File: src/design/asoa_pkg.sv
// Shared types, constants and helper functions for the ADC scan oversample
// accumulator. No dependencies; every other design file imports this package.
package asoa_pkg;

  localparam int CHANNELS    = 4;
  localparam int SAMPLE_BITS = 10;
  localparam int SUM_W       = 16;
  localparam int SLOT_W      = 2;
  localparam int CODE_W      = 4;
  localparam int CODE_REGS   = 4;
  localparam int SPB_W       = 7;
  localparam int BCNT_W      = 6;
  localparam int BLOCK_MAX   = 64;
  localparam int IDX_W       = $clog2(CHANNELS + 1);
  localparam int ADDR_W      = 5;
  localparam int REG_IDX_W   = ADDR_W - 2;
  localparam int DATA_W      = 32;

  localparam logic [SUM_W-1:0] SUM_MAX = '1;

  // Register indexes (byte address = 4 * index)
  localparam logic [REG_IDX_W-1:0] REG_SPB   = 3'd0;
  localparam logic [REG_IDX_W-1:0] REG_CODE0 = 3'd1;
  localparam logic [REG_IDX_W-1:0] REG_CODE1 = 3'd2;
  localparam logic [REG_IDX_W-1:0] REG_CODE2 = 3'd3;
  localparam logic [REG_IDX_W-1:0] REG_CODE3 = 3'd4;

  // Result kinds
  localparam logic KIND_SELECT = 1'b0;
  localparam logic KIND_SUM    = 1'b1;

  // Reset values of the configuration registers
  localparam logic [SPB_W-1:0] SPB_RESET = 7'd16;

  typedef struct packed {
    logic [SPB_W-1:0]                  spb;
    logic [CODE_REGS-1:0][CODE_W-1:0]  code;
  } cfg_t;

  // Everything one sample request leaves for the output side
  typedef struct packed {
    logic [CHANNELS-1:0][SUM_W-1:0] sums;
    logic                           has_sums;
    logic                           flag;
    logic [SLOT_W-1:0]              next_slot;
  } burst_t;

  // Mux code of a scan slot; slots without a code register read as zero
  function automatic logic [CODE_W-1:0] code_of(cfg_t cfg, logic [SLOT_W-1:0] slot);
    logic [CODE_W-1:0] r;
    r = '0;
    if (int'(slot) < CODE_REGS) begin
      r = cfg.code[slot];
    end
    return r;
  endfunction

  // Effective block length: zero acts as one, values above the maximum clamp
  function automatic logic [SPB_W-1:0] block_len(logic [SPB_W-1:0] spb);
    logic [SPB_W-1:0] n;
    n = spb;
    if (spb == '0) begin
      n = SPB_W'(1);
    end else if (spb > SPB_W'(BLOCK_MAX)) begin
      n = SPB_W'(BLOCK_MAX);
    end
    return n;
  endfunction

endpackage

File: src/design/asoa_regs.sv
// APB configuration registers: block length and the four scan slot mux codes.
// Depends on asoa_pkg.
module asoa_regs
  import asoa_pkg::*;
(
  input  logic              clk,
  input  logic              rst,
  input  logic              psel,
  input  logic              penable,
  input  logic              pwrite,
  input  logic [ADDR_W-1:0] paddr,
  input  logic [DATA_W-1:0] pwdata,
  output logic [DATA_W-1:0] prdata,
  output logic              pready,
  output cfg_t              cfg
);

  logic [REG_IDX_W-1:0] reg_idx;
  logic                 wr_en;

  assign reg_idx = paddr[ADDR_W-1:2];
  assign wr_en   = psel && penable && pwrite;
  assign pready  = 1'b1;

  // Write registers; unknown indexes are dropped
  always_ff @(posedge clk) begin
    if (rst) begin
      cfg.spb <= SPB_RESET;
      for (int i = 0; i < CODE_REGS; i++) begin
        cfg.code[i] <= CODE_W'(i);
      end
    end else if (wr_en) begin
      unique case (reg_idx)
        REG_SPB:   cfg.spb     <= pwdata[SPB_W-1:0];
        REG_CODE0: cfg.code[0] <= pwdata[CODE_W-1:0];
        REG_CODE1: cfg.code[1] <= pwdata[CODE_W-1:0];
        REG_CODE2: cfg.code[2] <= pwdata[CODE_W-1:0];
        REG_CODE3: cfg.code[3] <= pwdata[CODE_W-1:0];
        default: ;
      endcase
    end
  end

  // Read back
  always_comb begin
    unique case (reg_idx)
      REG_SPB:   prdata = DATA_W'(cfg.spb);
      REG_CODE0: prdata = DATA_W'(cfg.code[0]);
      REG_CODE1: prdata = DATA_W'(cfg.code[1]);
      REG_CODE2: prdata = DATA_W'(cfg.code[2]);
      REG_CODE3: prdata = DATA_W'(cfg.code[3]);
      default:   prdata = '0;
    endcase
  end

endmodule

File: src/design/asoa_accum.sv
// Input register and per-slot accumulator state: running sums, scan slot,
// block counter and sticky ready flag. Depends on asoa_pkg.
module asoa_accum
  import asoa_pkg::*;
(
  input  logic                   clk,
  input  logic                   rst,
  input  logic [SAMPLE_BITS-1:0] sample,
  input  logic                   sample_valid,
  output logic                   sample_ready,
  input  cfg_t                   cfg,
  input  logic                   load_ok,
  output logic                   load,
  output burst_t                 burst
);

  logic                           in_full;
  logic [SAMPLE_BITS-1:0]         sample_q;
  logic [CHANNELS-1:0][SUM_W-1:0] sums;
  logic [CHANNELS-1:0][SUM_W-1:0] sums_next;
  logic [SLOT_W-1:0]              slot;
  logic [SLOT_W-1:0]              slot_next;
  logic [BCNT_W-1:0]              bcount;
  logic                           ready_flag;
  logic [SUM_W:0]                 acc;
  logic [SUM_W-1:0]               acc_sat;
  logic [BCNT_W:0]                bc_inc;
  logic                           wrap;
  logic                           done;

  // Take the held request when the output side can accept its results
  assign load         = in_full && load_ok;
  assign sample_ready = !in_full || load;

  // Hold the incoming request
  always_ff @(posedge clk) begin
    if (rst) begin
      in_full <= 1'b0;
    end else if (sample_ready) begin
      in_full <= sample_valid;
    end
  end

  always_ff @(posedge clk) begin
    if (sample_valid && sample_ready) begin
      sample_q <= sample;
    end
  end

  // Saturating add into the current slot and block completion check
  always_comb begin
    acc       = {1'b0, sums[slot]} + (SUM_W+1)'(sample_q);
    acc_sat   = acc[SUM_W] ? SUM_MAX : acc[SUM_W-1:0];
    wrap      = (slot == SLOT_W'(CHANNELS - 1));
    bc_inc    = {1'b0, bcount} + (BCNT_W+1)'(1);
    done      = wrap && (bc_inc >= (BCNT_W+1)'(block_len(cfg.spb)));
    slot_next = wrap ? '0 : slot + SLOT_W'(1);
    sums_next = sums;
    sums_next[slot] = acc_sat;

    burst.sums      = sums_next;
    burst.has_sums  = done;
    burst.flag      = ready_flag || done;
    burst.next_slot = slot_next;
  end

  // Advance the scan state
  always_ff @(posedge clk) begin
    if (rst) begin
      sums       <= '0;
      slot       <= '0;
      bcount     <= '0;
      ready_flag <= 1'b0;
    end else if (load) begin
      sums       <= done ? '0 : sums_next;
      slot       <= slot_next;
      ready_flag <= ready_flag || done;
      if (wrap) begin
        bcount <= done ? '0 : bc_inc[BCNT_W-1:0];
      end
    end
  end

  a_flag_sticky: assert property (@(posedge clk) disable iff (rst)
    ready_flag |=> ready_flag)
    else $error("ready flag dropped");

  a_sums_cleared: assert property (@(posedge clk) disable iff (rst)
    load && done |=> (sums == '0) && (bcount == '0))
    else $error("sums not cleared after block completion");

  a_count_only_on_wrap: assert property (@(posedge clk) disable iff (rst)
    load && !wrap |=> $stable(bcount))
    else $error("block counter moved without scan wrap");

endmodule

File: src/design/asoa_emit.sv
// Result register: holds one request's burst of results (up to four sums then
// one select), sent one per cycle while result_ready is high. Depends on asoa_pkg.
module asoa_emit
  import asoa_pkg::*;
(
  input  logic              clk,
  input  logic              rst,
  input  cfg_t              cfg,
  input  logic              load,
  input  burst_t            burst,
  output logic              load_ok,
  output logic              result_valid,
  input  logic              result_ready,
  output logic              kind,
  output logic [SLOT_W-1:0] channel,
  output logic [CODE_W-1:0] channel_code,
  output logic [SUM_W-1:0]  sum,
  output logic              results_ready,
  output logic              last
);

  logic             busy;
  burst_t           b;
  logic [IDX_W-1:0] idx;
  logic             is_sum;
  logic             fire;

  assign is_sum  = b.has_sums && (idx != IDX_W'(CHANNELS));
  assign fire    = busy && result_ready;
  assign load_ok = !busy || (fire && !is_sum);

  // Advance through the burst; reload as the last result leaves
  always_ff @(posedge clk) begin
    if (rst) begin
      busy <= 1'b0;
      idx  <= '0;
    end else if (load) begin
      busy <= 1'b1;
      idx  <= '0;
    end else if (fire && !is_sum) begin
      busy <= 1'b0;
    end else if (fire) begin
      idx <= idx + IDX_W'(1);
    end
  end

  always_ff @(posedge clk) begin
    if (load) begin
      b <= burst;
    end
  end

  // Present the current result
  always_comb begin
    result_valid  = busy;
    kind          = is_sum ? KIND_SUM : KIND_SELECT;
    channel       = is_sum ? idx[SLOT_W-1:0] : b.next_slot;
    channel_code  = code_of(cfg, channel);
    sum           = is_sum ? b.sums[idx[SLOT_W-1:0]] : '0;
    results_ready = b.flag;
    last          = !is_sum;
  end

  a_sums_imply_flag: assert property (@(posedge clk) disable iff (rst)
    busy && b.has_sums |-> b.flag)
    else $error("sum results without ready flag");

  a_idx_range: assert property (@(posedge clk) disable iff (rst)
    busy |-> (idx <= IDX_W'(CHANNELS)) && (b.has_sums || idx == '0))
    else $error("burst index out of range");

  a_result_held: assert property (@(posedge clk) disable iff (rst)
    result_valid && !result_ready |=> result_valid && $stable(kind) &&
      $stable(channel) && $stable(sum) && $stable(results_ready) && $stable(last))
    else $error("waiting result changed");

endmodule

File: src/design/adc_scan_oversample_accumulator.sv
// Multichannel ADC oversampling accumulator, top level: APB registers,
// sample accumulator and result register. Depends on asoa_pkg and submodules.
//
// Each sample request is added (saturating at 65535) to the sum of the current
// scan slot, and the scan steps round robin over four slots. After each slot
// has collected samples_per_block samples the block emits four sum results in
// slot order, clears the sums and sets the sticky results_ready flag; every
// sample ends with one select result naming the next slot and its mux code,
// marked by last. Samples that only yield a select result stream at one per
// clock while result_ready is high; a block-completing sample occupies the
// result register for five results, and the input register holds the next
// sample meanwhile. Each sample passes through the input register and then
// the result register, where its results appear. Configuration may be
// written only while no results are pending.
module adc_scan_oversample_accumulator
  import asoa_pkg::*;
(
  input  logic                   clk,
  input  logic                   rst,
  input  logic                   psel,
  input  logic                   penable,
  input  logic                   pwrite,
  input  logic [ADDR_W-1:0]      paddr,
  input  logic [DATA_W-1:0]      pwdata,
  output logic [DATA_W-1:0]      prdata,
  output logic                   pready,
  input  logic [SAMPLE_BITS-1:0] sample,
  input  logic                   sample_valid,
  output logic                   sample_ready,
  output logic                   result_valid,
  input  logic                   result_ready,
  output logic                   kind,
  output logic [SLOT_W-1:0]      channel,
  output logic [CODE_W-1:0]      channel_code,
  output logic [SUM_W-1:0]       sum,
  output logic                   results_ready,
  output logic                   last
);

  cfg_t   cfg;
  burst_t burst;
  logic   load;
  logic   load_ok;

  asoa_regs u_regs (
    .clk     (clk),
    .rst     (rst),
    .psel    (psel),
    .penable (penable),
    .pwrite  (pwrite),
    .paddr   (paddr),
    .pwdata  (pwdata),
    .prdata  (prdata),
    .pready  (pready),
    .cfg     (cfg)
  );

  asoa_accum u_accum (
    .clk          (clk),
    .rst          (rst),
    .sample       (sample),
    .sample_valid (sample_valid),
    .sample_ready (sample_ready),
    .cfg          (cfg),
    .load_ok      (load_ok),
    .load         (load),
    .burst        (burst)
  );

  asoa_emit u_emit (
    .clk           (clk),
    .rst           (rst),
    .cfg           (cfg),
    .load          (load),
    .burst         (burst),
    .load_ok       (load_ok),
    .result_valid  (result_valid),
    .result_ready  (result_ready),
    .kind          (kind),
    .channel       (channel),
    .channel_code  (channel_code),
    .sum           (sum),
    .results_ready (results_ready),
    .last          (last)
  );

endmodule
File: config.mk
export PLATFORM = sky130hd
export DESIGN_NAME = adc_scan_oversample_accumulator
export DESIGN_NICKNAME = d
export VERILOG_FILES = /design/src/design/asoa_pkg.sv /design/src/design/asoa_regs.sv /design/src/design/asoa_accum.sv /design/src/design/asoa_emit.sv /design/src/design/adc_scan_oversample_accumulator.sv
export SDC_FILE = /design/constraint.sdc
export NUM_CORES = 1
export LEC_CHECK = 0
export ABC_AREA = 1
export BUFFER_PORTS_ARGS = -buffer_cell sky130_fd_sc_hd__buf_2
export CAP_MARGIN = 0
export CORE_ASPECT_RATIO = 1.1
export CORE_UTILIZATION = 40
export DETAILED_ROUTE_END_ITERATION = 7
export GPL_TIMING_DRIVEN = 1
export SYNTH_ARGS = -nofsm -noshare
export SYNTH_HDL_FRONTEND = slang
export SYNTH_SLANG_ARGS = --single-unit
File: constraint.sdc
create_clock -name clk -period 4.5 [get_ports clk]
set_input_delay 0.675 -clock clk [delete_from_list [all_inputs] [get_ports clk]]
set_output_delay 0.675 -clock clk [all_outputs]
set_load 0.005 [all_outputs]
==> qor.yml <==
run_status:
  outcome: "complete, no violations"
sta:
  maxSlewViolCount: 0
  fmax_mhz: 255.1
  hold_viol: 0
  finClkSkew_ps: 12.65
  finalSetupTns_ps: 0
  min_period_ps: 3920
  worst_pin_slew_ps: 1137
  setup_viol: 0
  rsz0062_at_grt: "no"
  maxSlewHeadroom_pct: 23.89
  finalCritPeriodShare_pct: 87.12
  timing.hold.ws_ps: 410.6
setup_path:
  regToRegEndpoint: "u_accum.sums[7]"
  worstPathRequired_ps: 3830
  slowest_delay_ps: 480
  reg2reg_setup_slack_ps: 870
  critical_path_class: "register to output port"
  rr_startpoint: "u_emit.idx[1]"
  path_cells: "clkinv_1 > buf_4 > ha_1 > nand2_1 > nand2_1 > inv_1 > or2_2 > o21ai_2 > clkinv_1 > o21ai_0 > o22ai_1 > buf_2"
  cp_num_buf_inv: 5
  cp-end-kind: "output port"
  crit_fanout: 17
  crit_family: "buffers and inverters"
  cp.arrival_ps: 3250
  ff2ff_path_depth: 11
  startpoint_type: "register"
  slowest_stage: "nand2_1"
logic_synthesis:
  ys.warnings.count: 0
  synth_most_common_cell: "nand2_1"
  synth_area_leaders: "edfxtp_1 25%, dfxtp_1 21%, nand2_1 11%"
  synth_seq_cells: 179
  synthFlopType: "dfxtp_1"
  synth.distinct_cells: 45
  ys_async_sr_fraction_pct: 0
  syn_area_per_cell_um2: 7.725
  synth_top_area_share_pct: 24.69
  synth_seq_area_share_pct: 46.00
  yosysTopAreaCell: "edfxtp_1"
  synth_area_um2: 9487
  synthCells: 1228
  synth_edf_count: 78
  synth.top_cells.by_count: "288 x nand2_1, 138 x nor2_1, 119 x inv_1"
final_layout:
  utilization_pct: 45.79
  syn2layout_area_growth_pct: 11.38
  drive_above_1_share_pct: 12.33
  fin_area_um2: 10570
  n_antenna_cell: 0
  fin_nets: 1347
cts:
  htreeDepth: 4
  clockRootBuffer: "clkbuf_16"
  post_cts_buffers: 0
  clk_pin_slew_ps: 70
  cts_tree: "built"
  clock_path_buffers: 2
  clock-sinks: 179
  clkLatencyLatePin_ps: 440
  cts_buffers: 17
  cts_resized: 0
  ctsHoldBuffers: 0
route:
  viasPerCell: 5.017
  first_pass_iters: 5
  route.detailed.drc: 0
  antenna_left: 0
  wirelength_um: 24500
  vias: 7932
  wl_per_cell_um: 15.50
  drt-initial-drc-count: 593
placed_design:
  io_buffers: 60
  place.gp.congestion: 0.8872
  place_hpwl_um: 15800
  place_area_um2: 9937
pwr:
  p_sw_share_pct: 26.93
  combPwrFrac_pct: 14.3
  p_per_area_nw_per_um2: 375.1
  p_int_uw: 2896
  leakage_uw: 0.004802
  seq_power_share_pct: 45.6
  vdd_drop_max_mv: 0.1865
  clockPowerShare_pct: 40.1
  switchingPower_uw: 1067
grt:
  grt_max_degree: 61
  grt_pass1_wl_um: 38630
  antenna_found_initial: 0
  grt_use_total_pct: 20.67
  grt_pass1_vias: 7298
  gr-total-overflow: 0
floorplanning:
  die_area_um2: 24340
  fp.dieH_um: 163.5
  core_um2: 23080
  rows: 58
  initial_core_util_pct: 41.11
  ios: 114
  die_w_um: 148.8
run:
  drv_cap: 0
worst_hold_path:
  hold_start: "sample[0]"
  hold_end: "u_accum.sample_q[0]"
  hold_path.class: "primary input to register"
  hold_depth: 1
[worst register-to-register path: cells and delay by family, from the launching register on]
kind	cells	cell delay, ps
AO/OA/AOI/OAI	2	600
buffers and inverters	4	640
adder cells (fa/ha/maj)	1	220
AND/OR/NAND/NOR	4	1750
flip-flops	1	310
[registers in the layout, summed over array words and instances (netlist names), 2 cells and up]
name / flops
u_accum.sample_q: 10
u_accum.sums: 64
u_emit.b: 67
u_regs.cfg: 23
u_emit.idx: 3
u_accum.slot: 2
u_accum.bcount: 6
[worst max path at each step]
stage                     slack (ps)           from  cells after the start                end
after floorplan                 1040  u_emit.idx[1]                     14  u_accum.bcount[0]
after detailed placement         850  u_emit.idx[1]                     11   u_accum.sums[23]
final                            580  u_emit.idx[1]                     12    channel_code[0]
after global routing             380  u_emit.idx[1]                     12    channel_code[1]
after global placement           930  u_emit.idx[1]                     11    u_accum.sums[7]
after CTS                        550  u_emit.idx[1]                     12    channel_code[0]
[stage by stage]
step | worst slack, ps | cells | power [uW]
2_1_floorplan | 1043 | 1252 | 2256
3_3_place_gp | 934.2 | 1549 | 2401
3_5_place_dp | 851.1 | 1549 | 2408
4_1_cts | 547.8 | 1581 | 3984
5_1_grt | 378.3 | 1581 | 4133
6_report | 579.7 | 1581 | 3963
[area by class of cell]
| type | instances | area [um2] |
|---|---|---|
| inverters | 128 | 480.5 |
| clock inverters | 11 | 148.9 |
| well taps | 300 | 375.4 |
| fillers | 2260 | 12510 |
| multi-input cells | 867 | 4304 |
| clock buffers | 21 | 480.5 |
| flip-flops and latches | 179 | 4364 |
| repair buffers | 75 | 412.9 |
[power by group through the flow]
stage | clock (uW) | combinational (uW) | sequential (uW)
detailed placement | 0 | 565 | 1840
floorplan | 0 | 421 | 1840
finish | 1590 | 569 | 1810
CTS | 1610 | 567 | 1810
global route | 1680 | 643 | 1810
global placement | 0 | 560 | 1840
[routing by layer]
metal	wire length [um]	global-route usage, %	share of wire, %	vias up
met5	0	0	0	-
met4	295	5.473	1.2	0
met3	1288	3.883	5.3	23
met2	11580	35.07	47	215
met1	11340	26.82	46	3619
li1	-	-	-	4075
[logic make-up (layout without fill, tap and decap cells)]
family                     after synthesis  after routing  synth area share, %
AOI/OAI and AO/OA                      241            241                14.44
xor gates and xnor gates                12             12                1.108
adders and majority gates               25             25                3.376
buffers and inverters                  206            235                9.602
DFF                                    179            179                46.00
other                                    2             26              0.07916
and+or+nand+nor                        563            563                25.39
[cell usage in the layout (no fill, tap or decap), types with 2 or more instances in the layout]
| cell | count |
|---|---|
| nand4_1 | 21 |
| nor2_1 | 137 |
| nand2_1 | 288 |
| edfxtp_1 | 78 |
| clkbuf_8 | 4 |
| o22ai_1 | 26 |
| dfxtp_1 | 101 |
| clkinvlp_4 | 4 |
| o21ai_1 | 2 |
| nor3b_1 | 2 |
| o21ai_0 | 112 |
| a21boi_0 | 12 |
| bufinv_16 | 3 |
| buf_2 | 60 |
| a22o_1 | 2 |
| nand3_1 | 59 |
| a31oi_2 | 4 |
| a221oi_1 | 2 |
| nor2_2 | 4 |
| clkbuf_16 | 17 |
| a22oi_1 | 2 |
| nor3_1 | 5 |
| inv_2 | 5 |
| o211ai_1 | 3 |
| o21ai_2 | 6 |
| nor2_4 | 3 |
| and2_1 | 16 |
| buf_4 | 15 |
| xor2_1 | 8 |
| nand2_2 | 6 |
| conb_1 | 26 |
| inv_1 | 119 |
| clkinv_1 | 4 |
| a21o_1 | 2 |
| or2_2 | 20 |
| a21oi_1 | 63 |
| ha_1 | 24 |
| xnor2_1 | 4 |
Power figures use the tool's default switching activity.
